<file path="src/hdl/wpl_pkg.sv">
// shared constants and types for the windowed pid lateral rate controller
package wpl_pkg;

  localparam int DATA_W     = 32;
  localparam int DIST_W     = 31;
  localparam int LIM_W      = 31;
  localparam int DEF_WINDOW = 16;

  // configuration register indexes
  localparam int CFG_IDX_W = 3;
  localparam logic [CFG_IDX_W-1:0] REG_KP           = 3'd0;
  localparam logic [CFG_IDX_W-1:0] REG_KI_PER_TICK  = 3'd1;
  localparam logic [CFG_IDX_W-1:0] REG_KD_TIMES_RATE = 3'd2;
  localparam logic [CFG_IDX_W-1:0] REG_STEP_LIMIT   = 3'd3;
  localparam logic [CFG_IDX_W-1:0] REG_OUTPUT_LIMIT = 3'd4;

  // deadband thresholds, Q16.16
  localparam int DB_SMALL     = 229;     // 0.0035
  localparam int DB_WIDE      = 1311;    // 0.02
  localparam int DB_NEAR_DIST = 229376;  // 3.5 m

  typedef struct packed {
    logic deadbanded;
    logic clamped;
    logic rate_limited;
  } wpl_flags_t;

endpackage

</file>
<file path="src/hdl/wpl_limit.sv">
// step limit, magnitude clamp, deadband and the result register
module wpl_limit #(
  parameter int WINDOW = wpl_pkg::DEF_WINDOW,
  localparam int SUM_W = wpl_pkg::DATA_W + $clog2(WINDOW),
  localparam int Y_W   = SUM_W + 19
) (
  input  logic                                clk_i,
  input  logic                                rst_ni,
  input  logic        [wpl_pkg::LIM_W-1:0]    step_limit_i,
  input  logic        [wpl_pkg::LIM_W-1:0]    output_limit_i,
  input  logic                                in_valid_i,
  output logic                                in_ready_o,
  input  logic signed [Y_W-1:0]               y_i,
  input  logic        [wpl_pkg::DIST_W-1:0]   dist_i,
  output logic                                out_valid_o,
  input  logic                                out_ready_i,
  output logic signed [wpl_pkg::DATA_W-1:0]   drive_o,
  output wpl_pkg::wpl_flags_t                 flags_o
);
  import wpl_pkg::*;

  localparam int L = Y_W + 1;

  logic signed [DATA_W-1:0] prev_out_q;
  logic signed [DATA_W-1:0] drive_q;
  wpl_flags_t               flags_q;
  logic                     v_q, adv;

  logic signed [L-1:0] prev_x, stp, ol, dlt, sv, cv, ay;
  logic                rl, cl, db_hit;
  logic signed [DATA_W-1:0] res;
  wpl_flags_t          flags_d;

  assign in_ready_o = !v_q || out_ready_i;
  assign adv        = in_valid_i && in_ready_o;

  always_comb begin
    prev_x = L'(prev_out_q);
    stp    = L'(signed'({1'b0, step_limit_i}));
    ol     = L'(signed'({1'b0, output_limit_i}));
    dlt    = L'(y_i) - prev_x;
    rl     = 1'b0;
    cl     = 1'b0;
    // change from the last result held within the step limit
    if (dlt > stp) begin
      sv = prev_x + stp;
      rl = 1'b1;
    end else if (dlt < -stp) begin
      sv = prev_x - stp;
      rl = 1'b1;
    end else begin
      sv = L'(y_i);
    end
    if (sv > ol) begin
      cv = ol;
      cl = 1'b1;
    end else if (sv < -ol) begin
      cv = -ol;
      cl = 1'b1;
    end else begin
      cv = sv;
    end
    ay     = cv[L-1] ? -cv : cv;
    // wider band only near the aim point
    db_hit = (ay < L'(DB_SMALL)) ||
             ((ay < L'(DB_WIDE)) && (dist_i < DIST_W'(DB_NEAR_DIST)));
    res    = db_hit ? '0 : cv[DATA_W-1:0];
    flags_d.rate_limited = rl;
    flags_d.clamped      = cl;
    flags_d.deadbanded   = db_hit && (cv != '0);
  end

  always_ff @(posedge clk_i or negedge rst_ni) begin
    if (!rst_ni) begin
      v_q        <= 1'b0;
      prev_out_q <= '0;
    end else begin
      if (adv) begin
        v_q        <= 1'b1;
        prev_out_q <= res;
      end else if (out_ready_i) begin
        v_q <= 1'b0;
      end
    end
  end

  always_ff @(posedge clk_i) begin
    if (adv) begin
      drive_q <= res;
      flags_q <= flags_d;
    end
  end

  assign out_valid_o = v_q;
  assign drive_o     = drive_q;
  assign flags_o     = flags_q;

`ifndef SYNTH
  a_db_zero: assert property (@(posedge clk_i) disable iff (!rst_ni)
    v_q && flags_q.deadbanded |-> drive_q == '0)
    else $error("deadbanded item carries a nonzero command");
  a_prev_track: assert property (@(posedge clk_i) disable iff (!rst_ni)
    v_q |-> prev_out_q == drive_q)
    else $error("last output state differs from the waiting result");
  a_hold: assert property (@(posedge clk_i) disable iff (!rst_ni)
    v_q && !out_ready_i |=> v_q && $stable(drive_q) && $stable(flags_q))
    else $error("waiting result changed before it was taken");
`endif

endmodule

</file>
<file path="config.mk">
export PLATFORM = sky130hd
export DESIGN_NAME = wpl_limit
export DESIGN_NICKNAME = d
export VERILOG_FILES = /design/src/hdl/wpl_pkg.sv /design/src/hdl/wpl_limit.sv
export SDC_FILE = /design/constraint.sdc
export NUM_CORES = 1
export LEC_CHECK = 0
export ABC_AREA = 0
export ABC_CLOCK_PERIOD_IN_PS = 18300
export BUFFER_PORTS_ARGS = -buffer_cell sky130_fd_sc_hd__buf_2
export CAP_MARGIN = 20
export CORE_ASPECT_RATIO = 1.1
export CORE_MARGIN = 1
export CORE_UTILIZATION = 60
export DETAILED_ROUTE_END_ITERATION = 7
export PLACE_DENSITY = 0.8
export SLEW_MARGIN = 10
export SYNTH_ARGS = -nofsm -noshare
export SYNTH_HDL_FRONTEND = slang
export SYNTH_SLANG_ARGS = --single-unit
</file>
<file path="constraint.sdc">
create_clock -name clk_i -period 18.3 [get_ports clk_i]
set_input_delay 2.745 -clock clk_i [delete_from_list [all_inputs] [get_ports clk_i]]
set_output_delay 2.745 -clock clk_i [all_outputs]
set_load 0.03 [all_outputs]
</file>
==> results.md <==
- Clk Latency, worst-skew pair: 0.35 ns
- Top_reg_cell synth: edfxtp_1
- Cell Rows: 70
- H-tree levels: 3
- GRT Overall Usage: 44.6%
- Die Width: 179 um
- Fmax: 57.9 MHz
- Crit path top cell by count: o21ai_0
- WL per Instance: 23.3 um
- Post-synthesis net count: 3399
- Initial antenna violation count: 0
- Worst Hold Class: register to register
- Flop2flop setup slack: 2.80 ns
- Cts hold-fix bufs: 0
- Relative slew slack: 19.9%
- Asr flop ratio synth: 48.5%
- Mean number of vias per cell: 7.15
- Clock Path Buffers: 2
- Post-synthesis cell area: 0.0206 sq mm
- Kind of critical path: primary input to register
- Leading area contributor after synthesis: ha_1
- Final setup TNS: 0 ns
- Post-Synthesis Cells: 2956
- DRC violations left: 2
- CTS clk-pin slew, worst paths: 0.06 ns
- CTS tree: built
- Pleak: 9.58 nW
- GRT overflow: 0
- Routed WL: 80.8 mm
- Detailed placement HPWL: 65.3 mm
- Clk sinks: 68
- Multi-input gate area: 0.0174 sq mm
- P&R area growth vs syn: 7.05%
- Pwr Density: 224 mW/mm^2
- Final hold violation count: 0
- Slew Limit Fails: 0
- Die area: 0.0350 sq mm
- Post-CTS Resized: 0
- GPL Wtd Cong: 1.05
- Vias: 24.8k
- Final critical-path required period: 17.27 ns
- CP max stage delay: 0.69 ns
- Fillers: 3026
- Final Power: 0.00493 W
- Inserted Clock Buffers: 9
- Sequential fraction of the synthesis area: 9.12%
- Synthesized flop and latch total: 68
- Clock Skew: 0.0110 ns
- Initial Util: 61.4%
- Vias in the first global route: 22.8k
- Share of the synthesized area in the top cell type: 17.5%
- Postcts setup bufs: 0
- Nets: 3474
- Status: finished with violations
- Number of library cell types mapped by synthesis: 103
- Synthesized area per cell: 6.96 sq um
- Max Cap Viol: 0
- Post-synth top cells: ha_1, nor2_1, nand2_1
- Failing checks: design-rule violations
- Largest cells by area after synthesis: ha_1, a21oi_1, nor2_1, edfxtp_1, nand2_1
- First-pass GRT wire length: 123 mm
- Worst setup SP type: primary input
- Slowest-stage cell, CP: o221ai_1
- IO Port Bufs: 173
- Setup violators final: 0
- Final ANT Viol Nets: 0
- Worst Path Arrival: 17.45 ns
- Share of cells above drive strength 1: 10.3%
- Worst Tran Pin Value: 1.19 ns
- Clock root buffer: clkbuf_16
- Worst Path Required: 18.48 ns
- Initial DRC Count: 3951
- Top-count cell post-synth: ha_1
- Pre-antenna DRT Iters: 8
- Crit-path max FO: 32
- Post-synth EDFFs: 35
- RSZ-0062 raised after global routing: no
- Register Area: 0.00188 sq mm
- Crit share post-route: 94.4%
- YS warnings: 0
- Top Ports: 189
- Core area: 0.0335 sq mm
- Critical path endpoint category: register
- Max VDD drop: 0.187 mV
- Die height: 196 um
- Largest net degree at the start of global routing: 73
==> path summary, 6_finish.rpt <==
path | from | to | cells after the start
worst max register to register | prev_out_q[31] | prev_out_q[21] | 46
worst min register to register | out_valid_o | out_valid_o | 2
worst min-delay path | out_valid_o | out_valid_o | 2
max in group asynchronous | rst_ni | prev_out_q[22] | 1
worst max-delay path | y_i[19] | prev_out_q[21] | 47
min in group asynchronous | rst_ni | prev_out_q[1] | 1
==> layout by cell type, fill, tap and decap left out, drive strengths merged, types with 43 or more instances in the layout <==
cell type,count
buf,213
a21oi,242
o31ai,45
nor3,154
nand4,73
inv,184
nand2,257
nor2,284
a21o,78
nand3,76
xnor2,100
a211oi,44
o211ai,43
o21ai,185
nor4,44
ha,288
==> layout make-up <==
class	instances	share of cell area, %
Multi-Input combinational cell	2556	79.1
Sequential cell	68	8.52
Clock buffer	11	1.20
Timing Repair Buffer	213	5.35
Inverter	183	3.12
Antenna cell	1	0.0114
Tap cell	432	2.45
Clock inverter	5	0.256
==> critical path, delay by kind of cell <==
kind | cells | cell delay (ns)
adder cells (fa/ha/maj) | 4 | 1.67
buffers and inverters | 5 | 1.05
AO/OA/AOI/OAI | 19 | 6.03
AND/OR/NAND/NOR | 19 | 5.88
==> sequential cells by signal (all words and copies together) (netlist names) <==
register / count
drive_o: 32
flags_o: 3
out_valid_o: 1
prev_out_q: 32
==> through the flow <==
stage / setup WS [ns] / instances / utilization (%) / area, sq um / hold slack (ns)
finish: 1.03 / 3469 / 65.7 / 22000 / 0.562
global route: 0.458 / 3468 / 65.7 / 22000 / 0.585
CTS: 1.67 / 3468 / 65.7 / 22000 / 0.560
detailed placement: 1.34 / 3452 / 64.7 / 21700 / 0.544
global placement: 1.62 / 3452 / 64.7 / 21700 / 0.499
floorplan: 2.86 / 2956 / - / 20600 / 0.500
==> logic make-up after synthesis <==
kind of cell	Yosys count	synth area share, %
XOR/XNOR	121	5.28
flip-flops	68	9.12
AND/OR/NAND/NOR	1130	27.4
buffers and inverters	332	6.32
AO/OA/AOI/OAI	968	31.8
multiplexers	46	2.34
adder cells (fa/ha/maj)	291	17.8
==> power by group <==
| group | leakage (nW) | switching, W | internal, W |
|---|---|---|---|
| logic | 8.69 | 0.00289 | 0.00153 |
| clock network | 0.153 | 0.0000675 | 0.000117 |
| registers | 0.737 | 0.0000629 | 0.000265 |
| total | 9.58 | 0.00302 | 0.00192 |
==> routing by layer <==
layer | up-vias | global-route usage, % | wire length, um | part of all wire (%)
met5 | - | 0 | 0 | 0
met1 | 11500 | 60.2 | 32800 | 41
met4 | 0 | 21.6 | 4490 | 5.6
met3 | 295 | 8.22 | 9780 | 12
li1 | 11300 | - | - | -
met2 | 1695 | 67.6 | 33700 | 42
Note: power is estimated with default switching activity, not from simulation.
