$ cat src/hdl/wpl_pkg.sv
// shared constants and types for the windowed pid lateral rate controller
package wpl_pkg;

  localparam int DATA_W     = 32;
  localparam int DIST_W     = 31;
  localparam int LIM_W      = 31;
  localparam int DEF_WINDOW = 16;

  // configuration register indexes
  localparam int CFG_IDX_W = 3;
  localparam logic [CFG_IDX_W-1:0] REG_KP           = 3'd0;
  localparam logic [CFG_IDX_W-1:0] REG_KI_PER_TICK  = 3'd1;
  localparam logic [CFG_IDX_W-1:0] REG_KD_TIMES_RATE = 3'd2;
  localparam logic [CFG_IDX_W-1:0] REG_STEP_LIMIT   = 3'd3;
  localparam logic [CFG_IDX_W-1:0] REG_OUTPUT_LIMIT = 3'd4;

  // deadband thresholds, Q16.16
  localparam int DB_SMALL     = 229;     // 0.0035
  localparam int DB_WIDE      = 1311;    // 0.02
  localparam int DB_NEAR_DIST = 229376;  // 3.5 m

  typedef struct packed {
    logic deadbanded;
    logic clamped;
    logic rate_limited;
  } wpl_flags_t;

endpackage

$ cat src/hdl/wpl_window.sv
// error ring, running window sum and error difference, first register stage
module wpl_window #(
  parameter int WINDOW = wpl_pkg::DEF_WINDOW,
  localparam int SUM_W = wpl_pkg::DATA_W + $clog2(WINDOW)
) (
  input  logic                                clk_i,
  input  logic                                rst_ni,
  input  logic                                in_valid_i,
  output logic                                in_ready_o,
  input  logic signed [wpl_pkg::DATA_W-1:0]   e_i,
  input  logic        [wpl_pkg::DIST_W-1:0]   dist_i,
  output logic                                out_valid_o,
  input  logic                                out_ready_i,
  output logic signed [wpl_pkg::DATA_W-1:0]   e_o,
  output logic signed [SUM_W-1:0]             sum_o,
  output logic signed [wpl_pkg::DATA_W:0]     diff_o,
  output logic        [wpl_pkg::DIST_W-1:0]   dist_o
);
  import wpl_pkg::*;

  localparam int PTR_W = (WINDOW > 1) ? $clog2(WINDOW) : 1;
  localparam int CNT_W = $clog2(WINDOW + 1);

  logic signed [DATA_W-1:0] mem [WINDOW];
  logic signed [DATA_W-1:0] rd_q;
  logic [PTR_W-1:0]         ptr_q, ptr_d;
  logic [CNT_W-1:0]         cnt_q, cnt_d;
  logic signed [SUM_W-1:0]  run_sum_q, run_sum_d;
  logic signed [DATA_W-1:0] prev_err_q;
  logic                     full;
  logic                     acc;
  logic                     v_q;
  logic signed [SUM_W-1:0]  old_x;
  logic signed [DATA_W:0]   diff_d;

  logic signed [DATA_W-1:0] e_q;
  logic signed [SUM_W-1:0]  sum_q;
  logic signed [DATA_W:0]   diff_q;
  logic [DIST_W-1:0]        dist_q;

  assign in_ready_o = !v_q || out_ready_i;
  assign acc        = in_valid_i && in_ready_o;
  assign full       = (cnt_q == CNT_W'(WINDOW));

  always_comb begin
    ptr_d = (ptr_q == PTR_W'(WINDOW - 1)) ? '0 : ptr_q + PTR_W'(1);
    cnt_d = full ? cnt_q : cnt_q + CNT_W'(1);
    // drop the oldest entry once the ring is full
    old_x     = full ? SUM_W'(rd_q) : '0;
    run_sum_d = run_sum_q - old_x + SUM_W'(e_i);
    diff_d    = (DATA_W+1)'(e_i) - (DATA_W+1)'(prev_err_q);
  end

  always_ff @(posedge clk_i or negedge rst_ni) begin
    if (!rst_ni) begin
      ptr_q      <= '0;
      cnt_q      <= '0;
      run_sum_q  <= '0;
      prev_err_q <= '0;
      v_q        <= 1'b0;
    end else begin
      if (acc) begin
        ptr_q      <= ptr_d;
        cnt_q      <= cnt_d;
        run_sum_q  <= run_sum_d;
        prev_err_q <= e_i;
        v_q        <= 1'b1;
      end else if (out_ready_i) begin
        v_q <= 1'b0;
      end
    end
  end

  // ring store, next oldest entry fetched ahead of the following item
  always_ff @(posedge clk_i) begin
    if (acc) begin
      mem[ptr_q] <= e_i;
      rd_q       <= (ptr_d == ptr_q) ? e_i : mem[ptr_d];
      e_q        <= e_i;
      sum_q      <= run_sum_d;
      diff_q     <= diff_d;
      dist_q     <= dist_i;
    end
  end

  assign out_valid_o = v_q;
  assign e_o         = e_q;
  assign sum_o       = sum_q;
  assign diff_o      = diff_q;
  assign dist_o      = dist_q;

`ifndef SYNTH
  a_cnt_bound: assert property (@(posedge clk_i) disable iff (!rst_ni)
    cnt_q <= CNT_W'(WINDOW))
    else $error("window count beyond window depth");
  a_ptr_bound: assert property (@(posedge clk_i) disable iff (!rst_ni)
    ptr_q <= PTR_W'(WINDOW - 1))
    else $error("ring pointer out of range");
  a_cnt_step: assert property (@(posedge clk_i) disable iff (!rst_ni)
    acc && !full |=> cnt_q == $past(cnt_q) + CNT_W'(1))
    else $error("window count did not advance during warm-up");
`endif

endmodule

$ cat config.mk
export PLATFORM = sky130hd
export DESIGN_NAME = wpl_window
export DESIGN_NICKNAME = d
export VERILOG_FILES = /design/src/hdl/wpl_pkg.sv /design/src/hdl/wpl_window.sv
export SDC_FILE = /design/constraint.sdc
export NUM_CORES = 1
export LEC_CHECK = 0
export BUFFER_PORTS_ARGS = -buffer_cell sky130_fd_sc_hd__buf_4
export CAP_MARGIN = 25
export CORE_MARGIN = 5
export CORE_UTILIZATION = 60
export DETAILED_ROUTE_END_ITERATION = 12
export GPL_TIMING_DRIVEN = 0
export PLACE_DENSITY = 0.77
export SETUP_SLACK_MARGIN = 0.1
export SYNTH_ARGS = -nofsm -noshare
export SYNTH_HDL_FRONTEND = slang
export SYNTH_SLANG_ARGS = --single-unit
$ cat constraint.sdc
create_clock -name clk_i -period 7.12 [get_ports clk_i]
set_input_delay 0.356 -clock clk_i [delete_from_list [all_inputs] [get_ports clk_i]]
set_output_delay 0.356 -clock clk_i [all_outputs]
set_load 0.02 [all_outputs]
==> summary.txt <==
Setup path
  • Internal reg-to-reg setup slack: 1.87 ns
  • CP startpoint kind: register
  • Worst setup EP type: register
  • CP Max Fanout: 10
  • Worst EP arrival: 5.81 ns
  • WP data required: 7.68 ns
  • Crit path kind: register to register
  • Slowest CP cell: nor4bb_1
  • Critical path's largest stage delay: 0.54 ns
  • CP cell instances: inv_1 -> ha_1 -> nor4bb_1 -> buf_2 -> clkbuf_1 -> and2_1 -> fa_1 -> inv_1 -> ha_1 -> a21o_1 -> o21bai_1 -> o41ai_4 -> o21ai_1 -> a31oi_2 -> o21ai_1 -> a31oi_1 -> xnor2_1 -> mux2_2

Timing
  • Tmin final: 5.247 ns
  • Max Fclk: 190.6 MHz
  • Worst Skew: 0.01516 ns
  • Final Max Slew Viols: 0
  • Period utilization: 73.69%
  • Finish-stage setup viols: 0
  • Tightest Pin Transition: 1.032 ns
  • PnR worst setup slack: 1.873 ns
  • Rel. slew slack: 30.68%
  • Final Hold Fails: 0
  • WHS: 0.05502 ns
  • Fin Setup TNS: 0 ns
  • RSZ-0062 raised after global routing: no

Synthesis
  • XOR/XNOR share of the synthesized area: 1.815%
  • Post-Syn Nets: 2229
  • Post-Synth Adder-Cell Area: 5.132%
  • Top post-synthesis cells by area: edfxtp_1, mux4_2, dfrtp_1
  • Share of the synthesized area in the top cell type: 62.80%
  • Seq/Total Area, Yosys: 68.83%
  • Syn_area_per_cell: 15.76 sq um
  • Unique masters post-synth: 69
  • Post-Synth Simple-Gate Area: 5.980%
  • Asr flop ratio synth: 10.34%
  • Area leader, netlist: edfxtp_1
  • Ys Warns: 0
  • Largest family of logic cells by synthesized area: multiplexers
  • Synth Area in Compound Gates: 5.930%
  • Mapped cell area: 32330 sq um
  • Yosys reg bits: 754
  • Most instantiated cells after synthesis: edfxtp_1, nand2_1, inv_1, mux4_2, o21ai_0
  • Leading cell type by number of instances after synthesis: edfxtp_1
  • Gate count after technology mapping: 2051
  • Mux contribution to synthesized area: 9.084%
  • EDFF count, synth: 676
  • Ys flop type: edfxtp_1

Finish
  • Share of cells above drive strength 1: 20.86%
  • Number of diodes: 0
  • Final Core Density: 70.86%
  • Area growth syn-to-layout: 17.50%
  • Fin nets: 2562
  • Fin cells: 3141
  • Design area: 37980 sq um

Drt
  • DRC Markers: 0
  • DR pass1 iterations: 6
  • Vias per cell: 6.220
  • DRT Wirelength: 84.63 mm
  • DRT iter0 DRCs: 2235
  • Final ANT Viol Nets: 0
  • Wire per inst: 26.94 um
  • Vias: 19540

Power
  • NetSw: 5.620 mW
  • Leakage: 14.15 nW
  • Switching Share: 35.30%
  • Pint: 10.30 mW
  • Clock Power Share: 25.4%
  • Pwr Density: 419.2 nW/um^2
  • Combinational power share: 38.0%
  • Reg power frac: 36.6%
  • Total power: 15.92 mW
  • Peak supply drop: 0.0002334 V

Clocking
  • CTS tree: done
  • Post-CTS setup buffer count: 0
  • Root Buffer: clkbuf_16
  • CTS Buf Count: 76
  • # clock sinks: 754
  • Clk slew on worst S/H paths: 0.06 ns
  • H-tree levels: 3
  • Max Root-Sink Buffers: 3
  • Worst skew pair latency: 0.62 ns

Floorplanning
  • Die ar.: 58620 sq um
  • Die Ht: 242.1 um
  • Starting Density: 60.31%
  • Total core area: 53600 sq um
  • Die Span X: 242.1 um
  • I/O pin total: 201
  • Row cnt: 85

Placement
  • Placed Instances: 2969
  • Final HPWL DP: 53.47 mm
  • GP Congestion: 0.9095
  • Worst slack at placement: 2.104 ns
  • Port Buffers: 200
  • Cell Area, Placed: 35160 sq um

Flow run
  • Max_cap viols: 0

Run status
  • Status: complete, no violations

Global routing
  • First-pass GRT wire length: 126.0 mm
  • Initial antenna violation count: 0
  • Largest net degree at the start of global routing: 73
  • Vias in the first global route: 20070
  • Grt total ovfl: 0
  • GRT Util Overall: 28.73%

Worst hold path
  • Hold Crit Class: input pin to register
[worst max-delay path, delay by kind of cell, from the launching register on]
family / cells / cell delay (ns)
AOI/OAI and AO/OA: 7 / 1.62
xor gates and xnor gates: 1 / 0.45
adders and majority gates: 3 / 0.80
buffers and inverters: 4 / 0.85
DFF: 1 / 0.44
muxes: 1 / 0.25
and+or+nand+nor: 2 / 0.77
[worst paths after layout]
path	startpoint	endpoint	cells after the start
min in group asynchronous	rst_ni	prev_err_q[4]	2
worst max register to register	cnt_q[0]	run_sum_q[21]	18
worst min-delay path	out_ready_i	out_valid_o	3
max in group asynchronous	rst_ni	run_sum_q[23]	3
worst min register to register	cnt_q[4]	cnt_q[4]	1
worst max-delay path	cnt_q[0]	run_sum_q[21]	18
[what timing repair did]
action	4_1_cts	5_1_grt
hold endpoints to repair	60	0
hold buffers	33	0
resized for setup	0	0
[state kept, by name, indices dropped and copies added, names as in the netlist]
register	count
mem	512
run_sum_q	36
sum_o	36
diff_o	33
e_o	32
prev_err_q	32
rd_q	32
dist_o	31
cnt_q	5
ptr_q	4
out_valid_o	1
[cell usage in the layout (no fill, tap or decap), types with 17 or more instances in the layout]
cell type	netlist	layout
fa_1	36	36
edfxtp_1	676	676
inv_1	188	188
a311oi_1	24	24
o21ai_0	89	89
a21oi_1	52	52
a31oi_1	22	22
clkbuf_16	0	78
xnor2_1	47	47
buf_4	1	201
and3_1	27	23
nand3_1	38	38
buf_12	0	17
mux4_2	121	121
nand2_1	222	222
nor2_1	36	36
xor2_1	20	20
ha_1	75	75
dlygate4sd3_1	0	33
and2_1	46	34
dfrtp_1	78	78
clkbuf_1	51	70
a21o_1	36	36
[routing by layer]
| metal | wire, um | GRT usage, % | vias to the layer above | share of wire (%) |
|---|---|---|---|---|
| li1 | - | - | 8342 | - |
| met1 | 31070 | 38.45 | 9783 | 37 |
| met2 | 41610 | 47.58 | 1209 | 49 |
| met3 | 8588 | 5.693 | 204 | 10 |
| met4 | 3367 | 10.94 | 0 | 4.0 |
| met5 | 0 | 0 | - | 0 |
[kinds of logic (layout without fill, tap and decap cells)]
kind of cell,Yosys count,count (layout)
flops,754,754
xor+xnor,67,67
fa+ha+maj,111,111
compound gates,293,293
buf+inv,268,662
mux,140,140
simple gates,418,418
[power by group through the flow]
stage | Combinational (mW) | Clock (mW) | Sequential [mW]
6_report | 6.05 | 4.05 | 5.82
3_5_place_dp | 5.88 | 0 | 5.90
4_1_cts | 5.99 | 4.08 | 5.82
5_1_grt | 6.49 | 4.29 | 5.86
2_1_floorplan | 3.79 | 0 | 6.04
3_3_place_gp | 5.72 | 0 | 5.90
[area by class of cell]
cell class                 instances  area [sq um]
tap                              696         870.8
clock inverter                    39         436.7
multi-input combinational       1029          9052
sequential                       754         22250
clock buffer                     100          2054
inverter                         189         709.4
buffer                            79         336.6
timing repair buffer             255          2271
fill                            3288         15620
Note: power is estimated with default switching activity, not from simulation.
